## src/hw/rtl/lfu_min_heap_tracker_unit_assert.svh

```systemverilog
// Assertion macros for the heap tracker.
`ifndef LFU_MIN_HEAP_TRACKER_UNIT_ASSERT_SVH
`define LFU_MIN_HEAP_TRACKER_UNIT_ASSERT_SVH
`ifndef SYNTHESIS
`define LMH_ASSERT(label, clk, rst, prop) \
  label: assert property (@(posedge clk) disable iff (rst) prop) else $error("%m failed");
`define LMH_ASSERT_NORST(label, clk, prop) \
  label: assert property (@(posedge clk) prop) else $error("%m failed");
`else
`define LMH_ASSERT(label, clk, rst, prop)
`define LMH_ASSERT_NORST(label, clk, prop)
`endif
`endif

```

## src/hw/rtl/lmh_pkg.sv

```systemverilog
`default_nettype none
package lmh_pkg;
  localparam int IdW = 16;
  localparam int CntW = 16;
  localparam int StampW = 32;
  localparam int EntryW = IdW + CntW + StampW;

  typedef logic [1:0] mode_t;
  localparam mode_t ModePush = 2'd0;
  localparam mode_t ModeRemove = 2'd1;

  typedef logic [1:0] status_t;
  localparam status_t StatusOk = 2'd0;
  localparam status_t StatusFull = 2'd1;
  localparam status_t StatusAbsent = 2'd2;

  typedef struct packed {
    logic [IdW-1:0] id;
    logic [CntW-1:0] count;
    logic [StampW-1:0] stamp;
  } entry_t;

  typedef enum logic [3:0] {
    StIdle, StSearchRd, StSearchCmp, StApply, StLastRd, StLastLd, StUpRd, StUpCmp,
    StDnRdL, StDnRdR, StDnCmp, StRootRd, StRootLd, StDone
  } state_t;

  function automatic logic ranks_before(entry_t a, entry_t b);
    if (a.count != b.count) return a.count < b.count;
    return a.stamp < b.stamp;
  endfunction
endpackage
`default_nettype wire

```

## src/hw/rtl/lmh_req_if.sv

```systemverilog
`default_nettype none
interface lmh_req_if;
  logic valid;
  logic ready;
  logic [1:0] mode;
  logic [15:0] item_id;
  modport source (output valid, mode, item_id, input ready);
  modport sink (input valid, mode, item_id, output ready);
endinterface

interface lmh_rsp_if;
  logic valid;
  logic ready;
  logic [1:0] status;
  logic [15:0] item_count;
  logic front_valid;
  logic [15:0] front_id;
  logic [5:0] entry_total;
  modport source (output valid, status, item_count, front_valid, front_id, entry_total,
    input ready);
  modport sink (input valid, status, item_count, front_valid, front_id, entry_total,
    output ready);
endinterface
`default_nettype wire

```

## src/hw/rtl/lmh_ram.sv

```systemverilog
`default_nettype none
module lmh_ram #(
  parameter int Width = 8,
  parameter int Depth = 32,
  parameter int AddrW = 5
) (
  input wire logic clk,
  input wire logic we,
  input wire logic [AddrW-1:0] waddr,
  input wire logic [Width-1:0] wdata,
  input wire logic [AddrW-1:0] raddr,
  output logic [Width-1:0] rdata
);
  logic [Width-1:0] mem [Depth];
  always_ff @(posedge clk) begin
    if (we) mem[waddr] <= wdata;
    rdata <= mem[raddr];
  end
endmodule
`default_nettype wire

```

## src/hw/rtl/lfu_min_heap_tracker_unit.sv

```systemverilog
// channel | direction | fields
// req     | in        | mode, item_id
// rsp     | out       | status, item_count, front_valid, front_id, entry_total
// One request at a time. After accept, the id search reads the heap memory
// once per entry searched, then an apply step, a fetch of the last entry on a
// remove, a parent read and compare per level up, a left-child read and a
// right-child read and compare per level down, a reload of the root, and the
// response. Reset clears size and arrival counter; the memory is not cleared,
// only entries below the size are read.
// A pending response stalls only the next request, never the sift.
`default_nettype none
`include "lfu_min_heap_tracker_unit_assert.svh"
module lfu_min_heap_tracker_unit #(
  parameter int CAPACITY = 32
) (
  input wire logic clk,
  input wire logic rst,
  lmh_req_if.sink req,
  lmh_rsp_if.source rsp
);
  localparam int AW = (CAPACITY > 1) ? $clog2(CAPACITY) : 1;
  localparam int SW = $clog2(CAPACITY + 1);
  localparam int LW = AW + 1;

  lmh_pkg::state_t state, state_next;
  logic [SW-1:0] size;
  logic [31:0] arrival;
  logic [1:0] mode;
  logic [15:0] id;
  logic [SW-1:0] idx;
  logic found;
  logic [AW-1:0] slot;
  lmh_pkg::entry_t cur, lch;
  logic [AW-1:0] pos;
  logic has_r;
  lmh_pkg::status_t status;
  logic [15:0] count;
  logic [15:0] front_id;

  logic we;
  logic [AW-1:0] waddr, raddr;
  lmh_pkg::entry_t wdata, rdata;

  logic [LW-1:0] par_w, lc_w;
  logic [AW-1:0] par, rc;
  logic full, last_hole, up_move, lc_out, dn_move;
  logic [15:0] cnt_inc;
  lmh_pkg::entry_t best;
  logic best_r;
  logic [AW-1:0] best_idx;

  lmh_ram #(.Width(lmh_pkg::EntryW), .Depth(CAPACITY), .AddrW(AW)) u_ram (
    .clk(clk), .we(we), .waddr(waddr), .wdata(wdata), .raddr(raddr), .rdata(rdata)
  );

  assign par_w = ({1'b0, pos} - 1'b1) >> 1;
  assign par = par_w[AW-1:0];
  assign lc_w = {pos, 1'b1};
  assign rc = lc_w[AW-1:0] + 1'b1;

  assign full = (size >= SW'(CAPACITY));
  assign last_hole = (SW'(slot) < size - 1'b1);
  assign cnt_inc = (cur.count == '1) ? cur.count : cur.count + 1'b1;
  assign up_move = lmh_pkg::ranks_before(cur, rdata);
  assign lc_out = (lc_w >= LW'(size));
  assign best_r = has_r && lmh_pkg::ranks_before(rdata, lch);
  assign best = best_r ? rdata : lch;
  assign best_idx = best_r ? rc : lc_w[AW-1:0];
  assign dn_move = lmh_pkg::ranks_before(best, cur);

  always_comb begin
    state_next = state;
    unique case (state)
      lmh_pkg::StIdle: if (req.valid && req.ready) state_next = lmh_pkg::StSearchRd;
      lmh_pkg::StSearchRd:
        state_next = (idx < size) ? lmh_pkg::StSearchCmp : lmh_pkg::StApply;
      lmh_pkg::StSearchCmp:
        state_next = (rdata.id == id) ? lmh_pkg::StApply : lmh_pkg::StSearchRd;
      lmh_pkg::StApply: begin
        state_next = lmh_pkg::StRootRd;
        if (found) begin
          if (mode == lmh_pkg::ModePush) state_next = lmh_pkg::StDnRdL;
          else if (mode == lmh_pkg::ModeRemove && last_hole) state_next = lmh_pkg::StLastRd;
        end else if (mode == lmh_pkg::ModePush && !full) begin
          state_next = lmh_pkg::StUpRd;
        end
      end
      lmh_pkg::StLastRd: state_next = lmh_pkg::StLastLd;
      lmh_pkg::StLastLd: state_next = lmh_pkg::StUpRd;
      lmh_pkg::StUpRd: state_next = (pos == '0) ? lmh_pkg::StDnRdL : lmh_pkg::StUpCmp;
      lmh_pkg::StUpCmp: state_next = up_move ? lmh_pkg::StUpRd : lmh_pkg::StDnRdL;
      lmh_pkg::StDnRdL: state_next = lc_out ? lmh_pkg::StRootRd : lmh_pkg::StDnRdR;
      lmh_pkg::StDnRdR: state_next = lmh_pkg::StDnCmp;
      lmh_pkg::StDnCmp: state_next = dn_move ? lmh_pkg::StDnRdL : lmh_pkg::StRootRd;
      lmh_pkg::StRootRd: state_next = lmh_pkg::StRootLd;
      lmh_pkg::StRootLd: state_next = lmh_pkg::StDone;
      lmh_pkg::StDone: if (rsp.ready) state_next = lmh_pkg::StIdle;
      default: state_next = lmh_pkg::StIdle;
    endcase
  end

  assign req.ready = (state == lmh_pkg::StIdle);
  assign rsp.valid = (state == lmh_pkg::StDone);
  assign rsp.status = status;
  assign rsp.item_count = count;
  assign rsp.front_valid = (size != '0);
  assign rsp.front_id = (size != '0) ? front_id : '0;
  assign rsp.entry_total = 6'(size);

  // The moving entry stays in cur; the hole it leaves is filled by the entry
  // that moves the other way, and cur lands where the sift stops.
  always_comb begin
    we = 1'b0;
    waddr = pos;
    wdata = cur;
    raddr = idx[AW-1:0];
    unique case (state)
      lmh_pkg::StLastRd: raddr = size[AW-1:0];
      lmh_pkg::StUpRd: raddr = par;
      lmh_pkg::StUpCmp: begin
        if (up_move) begin
          we = 1'b1;
          wdata = rdata;
        end
      end
      lmh_pkg::StDnRdL: begin
        raddr = lc_w[AW-1:0];
        we = lc_out;
      end
      lmh_pkg::StDnRdR: raddr = rc;
      lmh_pkg::StDnCmp: begin
        we = 1'b1;
        if (dn_move) wdata = best;
      end
      lmh_pkg::StRootRd: raddr = '0;
      default: ;
    endcase
  end

  always_ff @(posedge clk) begin
    if (rst) state <= lmh_pkg::StIdle;
    else state <= state_next;
  end

  always_ff @(posedge clk) begin
    if (rst) begin
      size <= '0;
      arrival <= '0;
    end else begin
      unique case (state)
        lmh_pkg::StIdle: begin
          if (req.valid && req.ready) begin
            mode <= req.mode; id <= req.item_id; idx <= '0; found <= 1'b0;
            status <= lmh_pkg::StatusOk; count <= '0;
          end
        end
        lmh_pkg::StSearchCmp: begin
          if (rdata.id == id) begin
            found <= 1'b1; slot <= idx[AW-1:0]; cur <= rdata;
          end else begin
            idx <= idx + 1'b1;
          end
        end
        lmh_pkg::StApply: begin
          if (mode == lmh_pkg::ModePush) begin
            if (found) begin
              cur.count <= cnt_inc;
              count <= cnt_inc;
              pos <= slot;
            end else if (full) begin
              status <= lmh_pkg::StatusFull;
            end else begin
              cur <= '{id: id, count: 16'd1, stamp: arrival};
              arrival <= arrival + 1'b1;
              pos <= size[AW-1:0];
              size <= size + 1'b1;
              count <= 16'd1;
            end
          end else if (mode == lmh_pkg::ModeRemove) begin
            if (!found) begin
              status <= lmh_pkg::StatusAbsent;
            end else begin
              size <= size - 1'b1;
              pos <= slot;
            end
          end else if (found) begin
            count <= cur.count;
          end
        end
        // Remove: pull the last entry into the hole, then re-sift it.
        lmh_pkg::StLastLd: cur <= rdata;
        lmh_pkg::StUpCmp: if (up_move) pos <= par;
        lmh_pkg::StDnRdL: has_r <= (lc_w + 1'b1) < LW'(size);
        lmh_pkg::StDnRdR: lch <= rdata;
        lmh_pkg::StDnCmp: if (dn_move) pos <= best_idx;
        lmh_pkg::StRootLd: front_id <= rdata.id;
        default: ;
      endcase
    end
  end

  `LMH_ASSERT(a_one_hot_hs, clk, rst, !(req.ready && rsp.valid))
  `LMH_ASSERT(a_size_cap, clk, rst, size <= SW'(CAPACITY))
  `LMH_ASSERT(a_full_keeps, clk, rst,
    (rsp.valid && rsp.status == lmh_pkg::StatusFull) |-> size == SW'(CAPACITY))
endmodule
`default_nettype wire
```

## src/flat_wrapper.sv

```systemverilog
// flat-port wrapper written by rule: the top's interface ports become plain ports
module lfu_min_heap_tracker_unit_flat 
#(
  parameter int CAPACITY = 32
)
  (clk, rst, req_valid, req_mode, req_item_id, req_ready, rsp_valid, rsp_status, rsp_item_count, rsp_front_valid, rsp_front_id, rsp_entry_total, rsp_ready);
  lmh_req_if req_i ();
  lmh_rsp_if rsp_i ();
  input wire logic clk;
  input wire logic rst;
  input wire logic [$bits(req_i.valid)-1:0] req_valid;
  input wire logic [$bits(req_i.mode)-1:0] req_mode;
  input wire logic [$bits(req_i.item_id)-1:0] req_item_id;
  output wire logic [$bits(req_i.ready)-1:0] req_ready;
  output wire logic [$bits(rsp_i.valid)-1:0] rsp_valid;
  output wire logic [$bits(rsp_i.status)-1:0] rsp_status;
  output wire logic [$bits(rsp_i.item_count)-1:0] rsp_item_count;
  output wire logic [$bits(rsp_i.front_valid)-1:0] rsp_front_valid;
  output wire logic [$bits(rsp_i.front_id)-1:0] rsp_front_id;
  output wire logic [$bits(rsp_i.entry_total)-1:0] rsp_entry_total;
  input wire logic [$bits(rsp_i.ready)-1:0] rsp_ready;
  assign req_i.valid = req_valid;
  assign req_i.mode = req_mode;
  assign req_i.item_id = req_item_id;
  assign req_ready = req_i.ready;
  assign rsp_valid = rsp_i.valid;
  assign rsp_status = rsp_i.status;
  assign rsp_item_count = rsp_i.item_count;
  assign rsp_front_valid = rsp_i.front_valid;
  assign rsp_front_id = rsp_i.front_id;
  assign rsp_entry_total = rsp_i.entry_total;
  assign rsp_i.ready = rsp_ready;
  lfu_min_heap_tracker_unit #(.CAPACITY(CAPACITY)) u_core (.clk(clk), .rst(rst), .req(req_i), .rsp(rsp_i));
endmodule
```

## config.mk

```make
export PLATFORM = sky130hd
export DESIGN_NAME = lfu_min_heap_tracker_unit_flat
export DESIGN_NICKNAME = d
export VERILOG_FILES = /design/src/hw/rtl/lmh_pkg.sv /design/src/hw/rtl/lmh_req_if.sv /design/src/hw/rtl/lmh_ram.sv /design/src/hw/rtl/lfu_min_heap_tracker_unit.sv /design/src/flat_wrapper.sv
export VERILOG_INCLUDE_DIRS = /design/src /design/src/hw/rtl
export SDC_FILE = /design/constraint.sdc
export NUM_CORES = 2
export LEC_CHECK = 0
export ABC_AREA = 0
export BUFFER_PORTS_ARGS = -buffer_cell sky130_fd_sc_hd__buf_2
export CAP_MARGIN = 15
export CORE_MARGIN = 5
export CORE_UTILIZATION = 45
export CTS_BUF_LIST = sky130_fd_sc_hd__clkbuf_16
export CTS_CLUSTER_SIZE = 28
export DETAILED_ROUTE_END_ITERATION = 10
export PLACE_DENSITY_LB_ADDON = 0.3
export RECOVER_POWER = 50
export SYNTH_ARGS = -nofsm -noshare
export SYNTH_HDL_FRONTEND = slang
export SYNTH_SLANG_ARGS = --single-unit
```

## constraint.sdc

```tcl
create_clock -name clk -period 12.8 [get_ports clk]
set_clock_uncertainty 0.2 [all_clocks]
set_input_delay 2.56 -clock clk [delete_from_list [all_inputs] [get_ports clk]]
set_output_delay 2.56 -clock clk [all_outputs]
set_load 0.1 [all_outputs]
```

==> impl_results.md <==
- Slew Limit Fails: 3,005
- Final hold vios: 0
- Reg2reg end: u_core.u_ram.mem[3][25]
- First-pass GRT wire length: 409,000 um
- Wire per inst: 27.4 um
- Data required time of the worst path: 13.09 ns
- Gr usage total: 24.0%
- Syn Inst Count: 7,351
- Top cells by area in the synthesized netlist: edfxtp_1 68%, nand2_1 5.3%, a211oi_1 4.9%
- Crit Path Category: reg -> reg
- Sequential share of the synthesized area: 70.4%
- Die height: 478 um
- Reg2Reg Depth: 22
- Vias in the first global route: 59,300
- Clock buffer depth: 3
- Setup Viol. Count Final: 0
- Core area: 219,000 um^2
- DRC: 0
- Die Width: 478 um
- Max_cap viols: 104
- Seq cells post-synth: 2,352
- Post-CTS sizing: 0
- Max-slew headroom: -208%
- WL final: 283,000 um
- Post-synth EDFFs: 2,246
- Sink Count: 2,352
- Vias: 62,800
- Mapped Nets: 7,543
- RSZ-0062 raised after global routing: no
- Post-cts hold buffer count: 0
- Global placer's final weighted congestion: 0.907
- Arr. time, crit path: 10.99 ns
- Crit path to: u_core.u_ram.mem[3][25]
- Area leader, netlist: edfxtp_1
- Htree depth: 4
- Minimum clock period: 10.71 ns
- Layout net count: 7,467
- Hpwl dp: 149,000 um
- CP startpoint: u_core.lch[45]
- Post-synth cell types: 74
- Initial Util: 45.1%
- Failing checks: capacitance limit, slew limit
- Cell Area, Placed: 102,000 um^2
- VDD IR max: 0.000265 V
- Mapped cell area: 98,800 um^2
- 1st-pass router iterations: 5
- Outcome: finished, violations left
- Layout area overhead: 10.6%
- CTS buffer count: 234
- I/O pins: 65
- Post-synth top area share: 68.3%
- Lkg Pwr: 35.9 nW
- Setup slack, reg-to-reg: 2.09 ns
- Row cnt: 172
- Startpoint types: register
- Ys async rst share: 0%
- Final period util: 83.6%
- Worst-Margin Slew: 4.62 ns
- Setup TNS: 0 ns
- GRT Residual Overflow: 0
- Final Instance Area: 109,000 um^2
- Initial drt markers: 8,016
- Synthesized area per cell: 13.4 um^2
- Clk root buf: clkbuf_16
- R2r startpoint: u_core.lch[45]
- Fmax: 93.4 MHz
- Worst hold path class: reg -> reg
- Crit end category: register
- CTS tree: built
- Worst Path Max Fanout: 36
- Port Buffer Count: 64
- Via density: 6.06
- Routed Antenna Nets: 0
- Ys flop type: edfxtp_1
- Die ar.: 229,000 um^2
- Largest net degree at the start of global routing: 203
- Initial antenna violation count: 10
- Post-CTS setup repair buffer count: 0
- Synth warn: 0
- Worst-path clk slew: 0.07 ns
- PD cells: 221 nW/um^2
- Fraction of layout cells with a size suffix above 1: 5.75%
- Latest clock arrival within the worst-skew pair: 0.88 ns
==> logic make-up after synthesis <==
kind of cell	Yosys count	share of synthesized area (%)
adders and majority gates	170	2.15
xor gates and xnor gates	73	0.647
DFF	2352	70.4
and+or+nand+nor	2312	10.7
buffers and inverters	682	2.79
AOI/OAI and AO/OA	1705	12.7
muxes	57	0.578
==> cell usage after synthesis (all sizes together), types with 34 or more instances <==
library cell	count
a311oi	192
nand2	1385
and2	481
nand3	117
a21o	84
nand4	34
a21oi	139
clkbuf	371
buf	144
a311o	64
nor2	131
ha	170
a211oi	650
o211ai	71
o21ai	87
dfxtp	106
xnor2	50
mux2i	57
edfxtp	2246
nor2b	55
inv	167
a221o	65
a31oi	264
==> cell type report <==
cell class / count / area, um^2
antenna: 7 / 17.5
clock inverter: 202 / 1750
multi-input combinational: 4317 / 26500
timing repair buffer: 203 / 1170
inverter: 167 / 627
sequential: 2352 / 69600
clock buffer: 239 / 5980
fill: 18500 / 110000
tap: 2871 / 3590
==> sequential cells by signal (all words and copies together) (netlist names), 6 cells and up <==
register / count
u_core.u_ram.mem: 2048
u_core.cur: 64
u_core.lch: 64
u_core.u_ram.rdata: 64
u_core.arrival: 32
u_core.front_id: 16
u_core.id: 16
u_core.rsp.item_count: 16
u_core.idx: 6
u_core.rsp.entry_total: 6
==> stage by stage <==
stage	worst slack (ns)	utilization (%)	hold slack [ns]	power [W]	cells
5_1_grt	1.85	49.9	0.310	0.0253	10400
2_1_floorplan	1.49	-	0.258	0.0151	7351
3_3_place_gp	3.66	46.6	0.271	0.0172	9904
3_5_place_dp	3.53	46.6	0.275	0.0173	9908
4_1_cts	3.49	50.2	0.292	0.0241	10300
6_report	2.09	49.9	0.295	0.0242	10400
==> layout by cell type (no fill, tap or decap), types with 125 or more instances in the layout <==
cell type  count
a211oi_1     650
ha_1         170
inv_1        213
nand2_1     1383
a311oi_1     192
clkbuf_1     134
a31oi_1      264
and2_1       363
clkbuf_16    240
a21oi_1      138
nor2_1       125
edfxtp_1    2246
==> metal layers <==
metal / GRT usage (%) / vias up / part of all wire (%)
met5: 0 / - / 0.012
met4: 7.63 / 4 / 3.2
met3: 4.01 / 454 / 8.5
met2: 38.2 / 2937 / 47
met1: 33.8 / 31500 / 42
li1: - / 27900 / -
==> critical path, cell delays in order (launching register included) <==
cell       delay, ns
edfxtp_1        0.33
inv_1           0.06
ha_1            0.29
nand4_1         0.20
nor4_1          0.71
nand3_1         0.15
o31a_1          0.22
or2_0           0.28
nor2_1          1.88
buf_4           0.84
mux2i_1         0.20
ha_1            0.33
and4_1          0.25
nand3_1         0.15
or4_1           0.74
a221o_1         0.40
o2bb2ai_1       0.17
a31o_1          0.28
or2_4           0.28
o21ai_4         0.06
buf_4           0.51
buf_4           0.65
a221o_1         1.04
==> power breakdown <==
part,internal (W),switching (W)
clock network,0.00392,0.00297
registers,0.00895,0.000230
logic,0.00260,0.00551
total,0.0155,0.00871
==> worst min path at each step <==
stage,cells past startpoint,slack [ns],startpoint,endpoint
2_1_floorplan,0,0.26,u_core.u_ram.rdata[0],u_core.lch[0]
3_3_place_gp,0,0.27,u_core.u_ram.rdata[6],u_core.lch[6]
3_5_place_dp,0,0.28,u_core.u_ram.rdata[4],u_core.lch[4]
4_1_cts,0,0.29,u_core.u_ram.rdata[28],u_core.lch[28]
5_1_grt,0,0.31,u_core.u_ram.rdata[13],u_core.lch[13]
6_report,0,0.29,u_core.u_ram.rdata[13],u_core.lch[13]
Note: power is estimated with default switching activity, not from simulation.
